===== src/rtl/y2r_pkg.sv =====
// Shared types and constants for the YUYV to RGB565 converter.
// No dependencies; imported by every module of the block.
`default_nettype none

package y2r_pkg;

  localparam int CFG_W     = 12;
  localparam int ADDR_W    = 22;
  localparam int ACC_W     = 20;
  localparam int REG_IDX_W = 2;

  localparam int DEF_MAX_LINE_PIXELS = 2048;
  localparam int DEF_MAX_LINES       = 2048;
  localparam int QUEUE_DEPTH         = 4;

  localparam logic [REG_IDX_W-1:0] REG_IMAGE_WIDTH  = 2'd0;
  localparam logic [REG_IDX_W-1:0] REG_IMAGE_HEIGHT = 2'd1;
  localparam logic [REG_IDX_W-1:0] REG_FB_WIDTH     = 2'd2;

  localparam logic [CFG_W-1:0] RST_IMAGE_WIDTH  = 12'd800;
  localparam logic [CFG_W-1:0] RST_IMAGE_HEIGHT = 12'd600;
  localparam logic [CFG_W-1:0] RST_FB_WIDTH     = 12'd800;

  typedef struct packed {
    logic [CFG_W-1:0] image_width;
    logic [CFG_W-1:0] image_height;
    logic [CFG_W-1:0] fb_width;
  } cfg_t;

  // One pixel pair that survived the crop, with its framebuffer address.
  typedef struct packed {
    logic [ADDR_W-1:0] fb_address;
    logic [7:0]        luma_first;
    logic [7:0]        chroma_blue;
    logic [7:0]        luma_second;
    logic [7:0]        chroma_red;
  } word_t;

endpackage

`default_nettype wire


===== src/rtl/yuyv_to_rgb565_converter.sv =====
// Top level of the YUYV 4:2:2 to RGB565 converter with framebuffer addressing.
// Depends on y2r_pkg, y2r_front, y2r_queue and y2r_back.
//
// Usage:
//   s_* stream: one YUYV pixel pair per word, row by row. s_tdata bits
//     [7:0] Y0, [15:8] U, [23:16] Y1, [31:24] V.
//   m_* stream: one word per pair inside the framebuffer width; pairs at or
//     past fb_width are dropped. m_tdata bits [21:0] pixel address of the
//     first pixel, [37:22] first RGB565 pixel, [53:38] second, rest zero.
//   cfg_*: write port, index 0 image_width, 1 image_height, 2 fb_width;
//     write while the block is idle.
// Throughput: one word per cycle unless m_tready stalls the output, set by the
//   counter update per word in the front end and fully pipelined back-end conversion.
// Path to m_tvalid: queue entry, stage s1, output register; an output stall holds the word.
// Reset: counters cleared, registers back to 800/600/800, queue emptied.
// Stall: m_tready low holds the output word; the back end stops, the
//   4-deep queue fills, and then s_tready drops.
`default_nettype none

module yuyv_to_rgb565_converter #(
  parameter int MAX_LINE_PIXELS = y2r_pkg::DEF_MAX_LINE_PIXELS,
  parameter int MAX_LINES       = y2r_pkg::DEF_MAX_LINES
) (
  input  logic                            clk,
  input  logic                            rst,
  input  logic                            s_tvalid,
  output logic                            s_tready,
  input  logic [31:0]                     s_tdata,  // luma_first, chroma_blue, luma_second, chroma_red
  output logic                            m_tvalid,
  input  logic                            m_tready,
  output logic [55:0]                     m_tdata,  // fb_address, pixel_first, pixel_second
  input  logic                            cfg_we,
  input  logic [y2r_pkg::REG_IDX_W-1:0]   cfg_index,
  input  logic [y2r_pkg::CFG_W-1:0]       cfg_data
);
  import y2r_pkg::*;

  cfg_t  cfg;
  logic  push, queue_full, head_valid, pop;
  word_t push_word, head_word;

  always_ff @(posedge clk) begin
    if (rst) begin
      cfg.image_width  <= RST_IMAGE_WIDTH;
      cfg.image_height <= RST_IMAGE_HEIGHT;
      cfg.fb_width     <= RST_FB_WIDTH;
    end else if (cfg_we) begin
      unique case (cfg_index)
        REG_IMAGE_WIDTH:  cfg.image_width  <= cfg_data;
        REG_IMAGE_HEIGHT: cfg.image_height <= cfg_data;
        REG_FB_WIDTH:     cfg.fb_width     <= cfg_data;
        default:          ;
      endcase
    end
  end

  y2r_front #(
    .MAX_LINE_PIXELS (MAX_LINE_PIXELS),
    .MAX_LINES       (MAX_LINES)
  ) u_front (
    .clk        (clk),
    .rst        (rst),
    .cfg        (cfg),
    .s_tvalid   (s_tvalid),
    .s_tready   (s_tready),
    .s_tdata    (s_tdata),
    .queue_full (queue_full),
    .push       (push),
    .push_word  (push_word)
  );

  y2r_queue u_queue (
    .clk        (clk),
    .rst        (rst),
    .push       (push),
    .push_word  (push_word),
    .full       (queue_full),
    .pop        (pop),
    .head_valid (head_valid),
    .head_word  (head_word)
  );

  y2r_back u_back (
    .clk        (clk),
    .rst        (rst),
    .head_valid (head_valid),
    .head_word  (head_word),
    .pop        (pop),
    .m_tvalid   (m_tvalid),
    .m_tready   (m_tready),
    .m_tdata    (m_tdata)
  );

endmodule

`default_nettype wire


===== src/rtl/y2r_front.sv =====
// Front end: accepts YUYV words, runs column/row counters, crops and addresses.
// Depends on y2r_pkg; feeds y2r_queue.
`default_nettype none

module y2r_front #(
  parameter int MAX_LINE_PIXELS = y2r_pkg::DEF_MAX_LINE_PIXELS,
  parameter int MAX_LINES       = y2r_pkg::DEF_MAX_LINES
) (
  input  logic           clk,
  input  logic           rst,
  input  y2r_pkg::cfg_t  cfg,
  input  logic           s_tvalid,
  output logic           s_tready,
  input  logic [31:0]    s_tdata,
  input  logic           queue_full,
  output logic           push,
  output y2r_pkg::word_t push_word
);
  import y2r_pkg::*;

  localparam int MAX_PAIRS = MAX_LINE_PIXELS / 2;
  localparam int COL_W = (MAX_PAIRS > 1) ? $clog2(MAX_PAIRS) : 1;
  localparam int ROW_W = (MAX_LINES > 1) ? $clog2(MAX_LINES) : 1;
  localparam int CW = (COL_W + 1 > CFG_W + 1) ? COL_W + 1 : CFG_W + 1;
  localparam int RW = (ROW_W + 1 > CFG_W + 1) ? ROW_W + 1 : CFG_W + 1;

  logic [COL_W-1:0]  pair_column, pair_column_next;
  logic [ROW_W-1:0]  row_index, row_index_next;
  logic [ADDR_W-1:0] row_base_address, row_base_address_next;

  logic [CW-1:0]    pairs_raw, pairs_sat, pairs, col_inc, col_x2;
  logic [RW-1:0]    rows_raw, rows_sat, rows, row_inc;
  logic [CFG_W:0]   pitch;
  logic             accept, keep, row_end, frame_end;

  assign s_tready = !queue_full;
  assign accept   = s_tvalid && s_tready;

  always_comb begin
    pairs_raw = CW'(cfg.image_width[CFG_W-1:1]);
    pairs_sat = (pairs_raw > CW'(MAX_PAIRS)) ? CW'(MAX_PAIRS) : pairs_raw;
    pairs     = (pairs_sat == '0) ? CW'(1) : pairs_sat;
    rows_raw  = RW'(cfg.image_height);
    rows_sat  = (rows_raw > RW'(MAX_LINES)) ? RW'(MAX_LINES) : rows_raw;
    rows      = (rows_sat == '0) ? RW'(1) : rows_sat;
    pitch     = ({1'b0, cfg.fb_width} + (CFG_W + 1)'(1)) & ~((CFG_W + 1)'(1));

    col_x2    = CW'({pair_column, 1'b0});
    col_inc   = CW'(pair_column) + CW'(1);
    row_inc   = RW'(row_index) + RW'(1);
    keep      = col_x2 < CW'(cfg.fb_width);
    row_end   = col_inc >= pairs;
    frame_end = row_inc >= rows;

    pair_column_next      = COL_W'(col_inc);
    row_index_next        = row_index;
    row_base_address_next = row_base_address;
    if (row_end) begin
      pair_column_next = '0;
      if (frame_end) begin
        row_index_next        = '0;
        row_base_address_next = '0;
      end else begin
        row_index_next        = ROW_W'(row_inc);
        row_base_address_next = row_base_address + ADDR_W'(pitch);
      end
    end
  end

  assign push                   = accept && keep;
  assign push_word.fb_address   = row_base_address + ADDR_W'(col_x2);
  assign push_word.luma_first   = s_tdata[7:0];
  assign push_word.chroma_blue  = s_tdata[15:8];
  assign push_word.luma_second  = s_tdata[23:16];
  assign push_word.chroma_red   = s_tdata[31:24];

  always_ff @(posedge clk) begin
    if (rst) begin
      pair_column      <= '0;
      row_index        <= '0;
      row_base_address <= '0;
    end else if (accept) begin
      pair_column      <= pair_column_next;
      row_index        <= row_index_next;
      row_base_address <= row_base_address_next;
    end
  end

endmodule

`default_nettype wire


===== src/rtl/y2r_queue.sv =====
// Short FIFO between front and back ends of the converter.
// Depends on y2r_pkg for the word type and depth.
`default_nettype none

module y2r_queue (
  input  logic           clk,
  input  logic           rst,
  input  logic           push,
  input  y2r_pkg::word_t push_word,
  output logic           full,
  input  logic           pop,
  output logic           head_valid,
  output y2r_pkg::word_t head_word
);
  import y2r_pkg::*;

  localparam int PTR_W = (QUEUE_DEPTH > 1) ? $clog2(QUEUE_DEPTH) : 1;

  word_t            entries [QUEUE_DEPTH];
  logic [PTR_W-1:0] wr_ptr, rd_ptr;
  logic [PTR_W:0]   count;
  logic             do_pop;

  assign full       = count == (PTR_W + 1)'(QUEUE_DEPTH);
  assign head_valid = count != '0;
  assign head_word  = entries[rd_ptr];
  assign do_pop     = pop && head_valid;

  always_ff @(posedge clk) begin
    if (push) begin
      entries[wr_ptr] <= push_word;
    end
  end

  always_ff @(posedge clk) begin
    if (rst) begin
      wr_ptr <= '0;
      rd_ptr <= '0;
      count  <= '0;
    end else begin
      if (push) begin
        wr_ptr <= (wr_ptr == PTR_W'(QUEUE_DEPTH - 1)) ? '0 : wr_ptr + PTR_W'(1);
      end
      if (do_pop) begin
        rd_ptr <= (rd_ptr == PTR_W'(QUEUE_DEPTH - 1)) ? '0 : rd_ptr + PTR_W'(1);
      end
      unique case ({push, do_pop})
        2'b10:   count <= count + (PTR_W + 1)'(1);
        2'b01:   count <= count - (PTR_W + 1)'(1);
        default: count <= count;
      endcase
    end
  end

endmodule

`default_nettype wire


===== src/rtl/y2r_back.sv =====
// Back end: BT.601 YUV to RGB565 conversion; two pipeline stages, s1 and output register.
// Depends on y2r_pkg; drains y2r_queue.
`default_nettype none

module y2r_back (
  input  logic           clk,
  input  logic           rst,
  input  logic           head_valid,
  input  y2r_pkg::word_t head_word,
  output logic           pop,
  output logic           m_tvalid,
  input  logic           m_tready,
  output logic [55:0]    m_tdata
);
  import y2r_pkg::*;

  localparam logic signed [ACC_W-1:0] K_Y  = ACC_W'(298);
  localparam logic signed [ACC_W-1:0] K_RV = ACC_W'(409);
  localparam logic signed [ACC_W-1:0] K_GU = ACC_W'(100);
  localparam logic signed [ACC_W-1:0] K_GV = ACC_W'(208);
  localparam logic signed [ACC_W-1:0] K_BU = ACC_W'(516);
  localparam logic signed [ACC_W-1:0] ROUND = ACC_W'(128);

  function automatic logic [7:0] clamp8(input logic signed [ACC_W-1:0] acc);
    logic [7:0] v;
    if (acc[ACC_W-1]) begin
      v = 8'd0;
    end else if (|acc[ACC_W-2:16]) begin
      v = 8'd255;
    end else begin
      v = acc[15:8];
    end
    return v;
  endfunction

  function automatic logic [15:0] pack565(
    input logic signed [ACC_W-1:0] yc,
    input logic signed [ACC_W-1:0] rv,
    input logic signed [ACC_W-1:0] gu,
    input logic signed [ACC_W-1:0] gv,
    input logic signed [ACC_W-1:0] bu
  );
    logic [7:0] r, g, b;
    r = clamp8(yc + rv + ROUND);
    g = clamp8(yc - gu - gv + ROUND);
    b = clamp8(yc + bu + ROUND);
    return {r[7:3], g[7:2], b[7:3]};
  endfunction

  logic signed [9:0] c0, c1;
  logic signed [8:0] d, e;

  logic                     s1_valid;
  logic [ADDR_W-1:0]        s1_addr;
  logic signed [ACC_W-1:0]  s1_y0, s1_y1, s1_rv, s1_gu, s1_gv, s1_bu;
  logic                     can_out, adv1;

  assign c0 = $signed({2'b00, head_word.luma_first}) - 10'sd16;
  assign c1 = $signed({2'b00, head_word.luma_second}) - 10'sd16;
  assign d  = $signed({1'b0, head_word.chroma_blue}) - 9'sd128;
  assign e  = $signed({1'b0, head_word.chroma_red}) - 9'sd128;

  assign can_out = !m_tvalid || m_tready;
  assign adv1    = !s1_valid || can_out;
  assign pop     = head_valid && adv1;

  always_ff @(posedge clk) begin
    if (adv1) begin
      s1_addr <= head_word.fb_address;
      s1_y0   <= K_Y * ACC_W'(c0);
      s1_y1   <= K_Y * ACC_W'(c1);
      s1_rv   <= K_RV * ACC_W'(e);
      s1_gu   <= K_GU * ACC_W'(d);
      s1_gv   <= K_GV * ACC_W'(e);
      s1_bu   <= K_BU * ACC_W'(d);
    end
    if (can_out) begin
      // bits: fb_address[21:0], pixel_first[37:22], pixel_second[53:38]
      m_tdata <= {2'b00,
                  pack565(s1_y1, s1_rv, s1_gu, s1_gv, s1_bu),
                  pack565(s1_y0, s1_rv, s1_gu, s1_gv, s1_bu),
                  s1_addr};
    end
  end

  always_ff @(posedge clk) begin
    if (rst) begin
      s1_valid <= 1'b0;
      m_tvalid <= 1'b0;
    end else begin
      if (adv1) begin
        s1_valid <= head_valid;
      end
      if (can_out) begin
        m_tvalid <= s1_valid;
      end
    end
  end

endmodule

`default_nettype wire

===== config.mk =====
export PLATFORM = sky130hd
export DESIGN_NAME = yuyv_to_rgb565_converter
export DESIGN_NICKNAME = d
export VERILOG_FILES = /design/src/rtl/y2r_pkg.sv /design/src/rtl/yuyv_to_rgb565_converter.sv /design/src/rtl/y2r_front.sv /design/src/rtl/y2r_queue.sv /design/src/rtl/y2r_back.sv
export SDC_FILE = /design/constraint.sdc
export NUM_CORES = 1
export LEC_CHECK = 0
export BUFFER_PORTS_ARGS = -buffer_cell sky130_fd_sc_hd__buf_2
export CORE_MARGIN = 2
export CORE_UTILIZATION = 55
export CTS_CLUSTER_DIAMETER = 100
export DETAILED_ROUTE_END_ITERATION = 8
export GPL_TIMING_DRIVEN = 0
export HOLD_SLACK_MARGIN = 0.12
export PLACE_DENSITY_LB_ADDON = 0.1
export RECOVER_POWER = 25
export SLEW_MARGIN = 25
export SYNTH_ARGS = -nofsm -noshare
export SYNTH_HDL_FRONTEND = slang
export SYNTH_SLANG_ARGS = --single-unit

===== constraint.sdc =====
create_clock -name clk -period 8.4 [get_ports clk]
set_input_delay 1.26 -clock clk [delete_from_list [all_inputs] [get_ports clk]]
set_output_delay 1.26 -clock clk [all_outputs]
set_load 0.01 [all_outputs]

==> impl_metrics.env, run 1 <==
export IMPL_postSynthCellCount=2411
export IMPL_violations="capacitance limit, slew limit"
export IMPL_cp_slowest_stage_delay_ns=0.80
export IMPL_min_path_type="reg2reg"
export IMPL_grt_pass1_wl_mm=100
export IMPL_grtUsageMet2_pct=39.1
export IMPL_slew_headroom_pct=-111
export IMPL_dieHeight_um=236
export IMPL_cts_resized=0
export IMPL_layout_drive_gt1_share_pct=8.88
export IMPL_synth_top_area_share_pct=38.9
export IMPL_synth_avg_cell_area_um2=12.3
export IMPL_maxCapViolations=1
export IMPL_cts_buffer_depth=3
export IMPL_fin_tns_setup_ns=0
export IMPL_worstSetupPathType="reg2reg"
export IMPL_crit_path_end_kind="flop"
export IMPL_clock_skew_ns=0.0189
export IMPL_gp_congestion=0.891
export IMPL_ctsHtreeMaxLevel=2
export IMPL_portBuffers=105
export IMPL_cp_cell_sequence="clkbuf_1 > clkbuf_1 > buf_1 > mux4_2 > ha_1 > ha_1 > inv_1 > fa_1 > fa_1 > inv_1 > ha_1 > fa_1 > a21o_1 > a21oi_1 > o21bai_1 > a21oi_1 > o21ai_0 > a21o_1 > a21oi_1 > xnor2_1"
export IMPL_drv_slew=53
export IMPL_grt_pass1_vias=18941
export IMPL_whs_path_depth=0
export IMPL_post_route_util_pct=62.0
export IMPL_diodes=0
export IMPL_coreArea_um2=52900
export IMPL_fin_crit_sh_pct=84.4
export IMPL_synth_edff_count=383
export IMPL_synthesis_area_um2=29500
export IMPL_synth_seq_area_share_pct=44.9
export IMPL_ys_flop_type="edfxtp_1"
export IMPL_dp_cells=3213
export IMPL_clock_sinks=471
export IMPL_crit_fanout=10
export IMPL_overflow=0
export IMPL_startpoint_type="flop"
export IMPL_use_met1_pct=31.4
export IMPL_drc=0
export IMPL_clk_pin_slew_ns=0.06
export IMPL_io_pins=109
export IMPL_outcome="finished with violations"
export IMPL_period_minus_slack_ns=7.09
export IMPL_layout_common_cells="478 x ha_1, 383 x edfxtp_1, 237 x inv_1, 157 x nand2_1, 132 x a21oi_1"
export IMPL_dp_hpwl_mm=48.6
export IMPL_cts_tree="done"
export IMPL_top_usage_layer="met2"
export IMPL_nets=3191
export IMPL_dieArea_um2=55600
export IMPL_reg2reg_depth=20
export IMPL_rsz0062_at_grt="false"
export IMPL_async_flop_share_pct=0
export IMPL_worstPathRequired_ns=8.73
export IMPL_fmax_mhz=141
export IMPL_ys_warnings_count=0
export IMPL_grt_max_degree=56
export IMPL_worstMarginPinSlew_ns=3.16
export IMPL_synth_largest_area_cell="edfxtp_1"
export IMPL_arrival_ns=7.42
export IMPL_viasPerCell=5.63
export IMPL_ys_types=69
export IMPL_hold_viol=0
export IMPL_synthTopCellsByArea="edfxtp_1 39%, ha_1 20%, dfxtp_1 6.0%"
export IMPL_rows=84
export IMPL_vias=18638
export IMPL_post_cts_setup_buffers=0
export IMPL_setup_viol=0
export IMPL_final_common_cell="ha_1"
export IMPL_start_util_pct=55.9
export IMPL_dr_pass1_iters=5
export IMPL_use_met3_pct=2.65
export IMPL_cts_buffers=52
export IMPL_postRouteWirelength_mm=63.0
export IMPL_routedWlPerCell_um=19.0
export IMPL_grt_antenna_before_repair=1
export IMPL_ys_ff_latch=471
export IMPL_area_growth_pct=10.9
export IMPL_clockRootBuffer="clkbuf_16"
export IMPL_track_usage_pct=23.0
export IMPL_clk_latency_ns=0.61
export IMPL_die_w_um=236
export IMPL_fin_cells=3312
export IMPL_drtAntennaViolNets=0
export IMPL_cts_hold_fix_buffers=0
export IMPL_first_iter_violations=1022
export IMPL_slowest_stage="clkbuf_1"
## kinds of logic (layout without fill, tap and decap cells)
logic type,after synthesis,in the layout,share of synthesized area [%]
muxes,61,61,4.31
AOI/OAI and AO/OA,377,377,8.25
DFF,471,471,44.9
and+or+nand+nor,479,479,7.74
buffers and inverters,281,492,3.63
xor gates and xnor gates,181,181,5.37
other,1,3,0.0127
adders and majority gates,560,560,25.8
## through the flow
| stage | worst slack, ns | instance area (um^2) | hold WS (ns) |
|---|---|---|---|
| 2_1_floorplan | 2.46 | 29600 | 0.400 |
| 3_3_place_gp | 1.40 | 30900 | 0.401 |
| 3_5_place_dp | 1.32 | 31100 | 0.405 |
| 4_1_cts | 1.30 | 32800 | 0.415 |
| 5_1_grt | 0.947 | 32800 | 0.415 |
| 6_report | 1.31 | 32800 | 0.417 |
## area by class of cell
type	count	area (um^2)
Clock inverter	23	235
Sequential cell	471	13300
Inverter	240	902
Fill cell	4168	20100
Clock buffer	75	1460
Tap cell	688	861
Multi-Input combinational cell	1661	15200
Timing Repair Buffer	113	626
Buffer	41	171
## worst paths after layout
check / startpoint / end / slack, ns
worst max register to register: flop / u_back.s1_rv[18] / 1.31
worst min-delay path: u_back.s1_addr[3] / u_back.m_tdata[3] / 0.42
worst min register to register: u_back.s1_addr[3] / u_back.m_tdata[3] / 0.42
worst max-delay path: flop / u_back.s1_rv[18] / 1.31
## routing by layer
metal / up-vias / wire length [um]
li1: 9120 / -
met1: 9139 / 29400
met2: 303 / 30100
met3: 76 / 2270
met4: 0 / 1200
met5: - / 0
## Yosys cell counts (all sizes together), types with 5 or more instances
library cell and instances:
fa 82, nor2 113, dfxtp 88, a31oi 16, o21bai 11, clkbuf 30, or2 6, o21a 28
nand3b 11, o21ai 62, nand2 158, a22o 11, o211ai 9, or3 13, a211o 7, nor2b 15
and2 10, inv 238, a221oi 5, nand2b 10, a21o 45, nor3 39, buf 11, xnor2 122
nand4 9, edfxtp 383, nand3 37, a21oi 132, and3 24, ha 478, a211oi 16, xor2 59
nor4 18, mux2i 8, mux4 53
## worst max-delay path, delay by kind of cell, from the launching register on
| family | cells | cell delay (ns) |
|---|---|---|
| AO/OA/AOI/OAI | 7 | 1.51 |
| XOR/XNOR | 1 | 0.07 |
| adder cells (fa/ha/maj) | 6 | 2.48 |
| buffers and inverters | 5 | 1.88 |
| flip-flops | 1 | 0.31 |
| multiplexers | 1 | 0.54 |
## registers in the layout (all words and copies together), names as in the netlist, 2 cells and up, named ones only
| signal | cells |
|---|---|
| u_back.s1_y1 | 18 |
| u_queue.entries | 212 |
| u_back.s1_gu | 15 |
| u_front.row_base_address | 21 |
| u_back.s1_y0 | 18 |
| u_front.row_index | 11 |
| u_front.pair_column | 10 |
| u_queue.wr_ptr | 2 |
| u_back.s1_rv | 19 |
| u_queue.rd_ptr | 2 |
| u_back.s1_gv | 12 |
| u_back.s1_addr | 21 |
| cfg | 35 |
| u_queue.count | 3 |
| u_back.m_tdata | 53 |
| u_back.s1_bu | 15 |
Power of run 1 is not shown: default switching activity piles up to over one toggle a cycle in this logic, so the estimate is an artifact.
==> run 2, diff against run 1 <==
Clock period 8.4 ns to 7 ns, I/O delays scaled along.
==> run 2 against run 1 <==
Effect of this change: the flow still finishes with violations (capacitance limit, slew limit); via count grew 0.18%; routed wire length shrank 0.27%; core utilization barely moved; critical path type unchanged; largest cell class unchanged.
==> impl_metrics.env, run 2 (synthesis gave the netlist of run 1 again) <==
export IMPL_fin_crit_sh_pct=93.1
export IMPL_cts_tree="done"
export IMPL_r2r_slack_ns=0.49
export IMPL_drtAntennaViolNets=0
export IMPL_cp_slowest_stage_delay_ns=0.51
export IMPL_viasPerCell=5.64
export IMPL_grt_pass1_vias=18941
export IMPL_rsz0062_at_grt="false"
export IMPL_final_common_cell="ha_1"
export IMPL_place_ws_ns=-0.0813
export IMPL_outcome="finished with violations"
export IMPL_die_w_um=236
export IMPL_whs_path_depth=0
export IMPL_cts_hold_fix_buffers=0
export IMPL_hold_viol=0
export IMPL_crit_fanout=10
export IMPL_crit_path_end_kind="flop"
export IMPL_layout_drive_gt1_share_pct=9.07
export IMPL_timing_rr_end="u_back.s1_rv[18]"
export IMPL_dp_hpwl_mm=48.6
export IMPL_startpoint_type="flop"
export IMPL_rows=84
export IMPL_min_path_type="reg2reg"
export IMPL_dieArea_um2=55600
export IMPL_cts_buffers=52
export IMPL_seq_area_um2=13300
export IMPL_cp_cell_sequence="clkbuf_1 > clkbuf_2 > clkbuf_2 > mux4_2 > ha_1 > ha_1 > inv_1 > fa_1 > fa_1 > inv_1 > ha_1 > fa_1 > a21o_1 > a21oi_1 > o21bai_1 > a21oi_1 > o21ai_0 > a21o_1 > a21oi_1 > xnor2_1"
export IMPL_fmax_mhz=154
export IMPL_fill_cells=4167
export IMPL_clock_skew_ns=0.0190
export IMPL_gp_congestion=0.891
export IMPL_worstMarginPinSlew_ns=3.16
export IMPL_clockRootBuffer="clkbuf_16"
export IMPL_vias=18671
export IMPL_multi_input_area_um2=15200
export IMPL_dr_pass1_iters=5
export IMPL_grt_max_degree=56
export IMPL_io_pins=109
export IMPL_layout_common_cells="478 x ha_1, 383 x edfxtp_1, 237 x inv_1, 157 x nand2_1, 132 x a21oi_1"
export IMPL_worstPathRequired_ns=7.33
export IMPL_coreArea_um2=52900
export IMPL_cts_buffer_depth=3
export IMPL_critPathBufInv=5
export IMPL_routedWlPerCell_um=19.0
export IMPL_period_minus_slack_ns=6.51
export IMPL_drv_slew=53
export IMPL_clock_sinks=471
export IMPL_hold_path_startpoint="u_back.s1_addr[15]"
export IMPL_clk_pin_slew_ns=0.06
export IMPL_arrival_ns=6.85
export IMPL_worstSetupPathType="reg2reg"
export IMPL_clk_latency_ns=0.61
export IMPL_grt_antenna_before_repair=1
export IMPL_drc=0
export IMPL_slowest_stage="fa_1"
export IMPL_maxCapViolations=1
export IMPL_overflow=0
export IMPL_violations="capacitance limit, slew limit"
export IMPL_top_register="u_queue.entries"
export IMPL_postRouteWirelength_mm=62.8
export IMPL_worstHoldEndpoint="u_back.m_tdata[15]"
export IMPL_cpLargestDelayFamily="adder cells"
export IMPL_largest_reg_flops=212
export IMPL_first_iter_violations=1029
export IMPL_setup_viol=0
export IMPL_start_util_pct=55.9
export IMPL_diodes=0
export IMPL_top_regs="u_queue.entries (212), u_back.m_tdata (53), cfg (35)"
export IMPL_grt_pass1_wl_mm=100
export IMPL_reg2reg_depth=20
export IMPL_portBuffers=105
export IMPL_setup_ws_ns=0.485
export IMPL_ctsHtreeMaxLevel=2
export IMPL_dieHeight_um=236
export IMPL_area_growth_pct=10.9
export IMPL_slew_headroom_pct=-111
export IMPL_nets=3191
export IMPL_track_usage_pct=23.0
==> run 2: cell count changes in the layout (fill, tap and decap cells not counted), sizes merged <==
cell	delta
buf	-4
clkbuf	+4
==> run 2: how the worst max path moves through the flow <==
stage / endpoint / slack (ns) / cells after the start
finish: u_back.s1_rv[18] / 0.49 / 20
global placement: u_back.s1_rv[18] / -0.001 / 20
detailed placement: u_back.s1_rv[18] / -0.08 / 20
CTS: u_back.s1_rv[18] / 0.009 / 22
global route: u_back.s1_rv[18] / 0.06 / 20
floorplan: u_back.s1_rv[18] / 1.06 / 20
==> run 2: cell type report <==
type	count	share of cell area, %
flip-flops and latches	471	40.5
inverters	240	2.75
multi-input cells	1661	46.5
repair buffers	113	1.91
clock inverters	23	0.718
clock buffers	75	4.46
plain buffers	41	0.550
well taps	688	2.63
==> run 2: routing by layer <==
metal / global-route usage (%) / part of all wire (%) / up-vias
met4: 5.93 / 1.9 / 0
met2: 39.1 / 48 / 302
li1: - / - / 9127
met1: 31.4 / 47 / 9168
met5: 0 / 0 / -
met3: 2.65 / 3.6 / 74
==> run 2: timing repair <==
action,CTS,global route
setup endpoints to repair,2,8
resized for setup,3,7
setup buffers,0,0
==> run 2: stage by stage <==
stage / util, % / area [um^2] / hold slack, ns / std cells / TNS (ns)
floorplan: - / 29600 / 0.400 / 2413 / 0
global placement: 58.5 / 30900 / 0.401 / 3206 / -0.00109
detailed placement: 58.9 / 31100 / 0.405 / 3213 / -0.0813
CTS: 62.1 / 32800 / 0.415 / 3311 / 0
global route: 62.0 / 32800 / 0.415 / 3312 / 0
finish: 62.0 / 32800 / 0.417 / 3312 / 0
Power of run 2 is left out for the same reason.
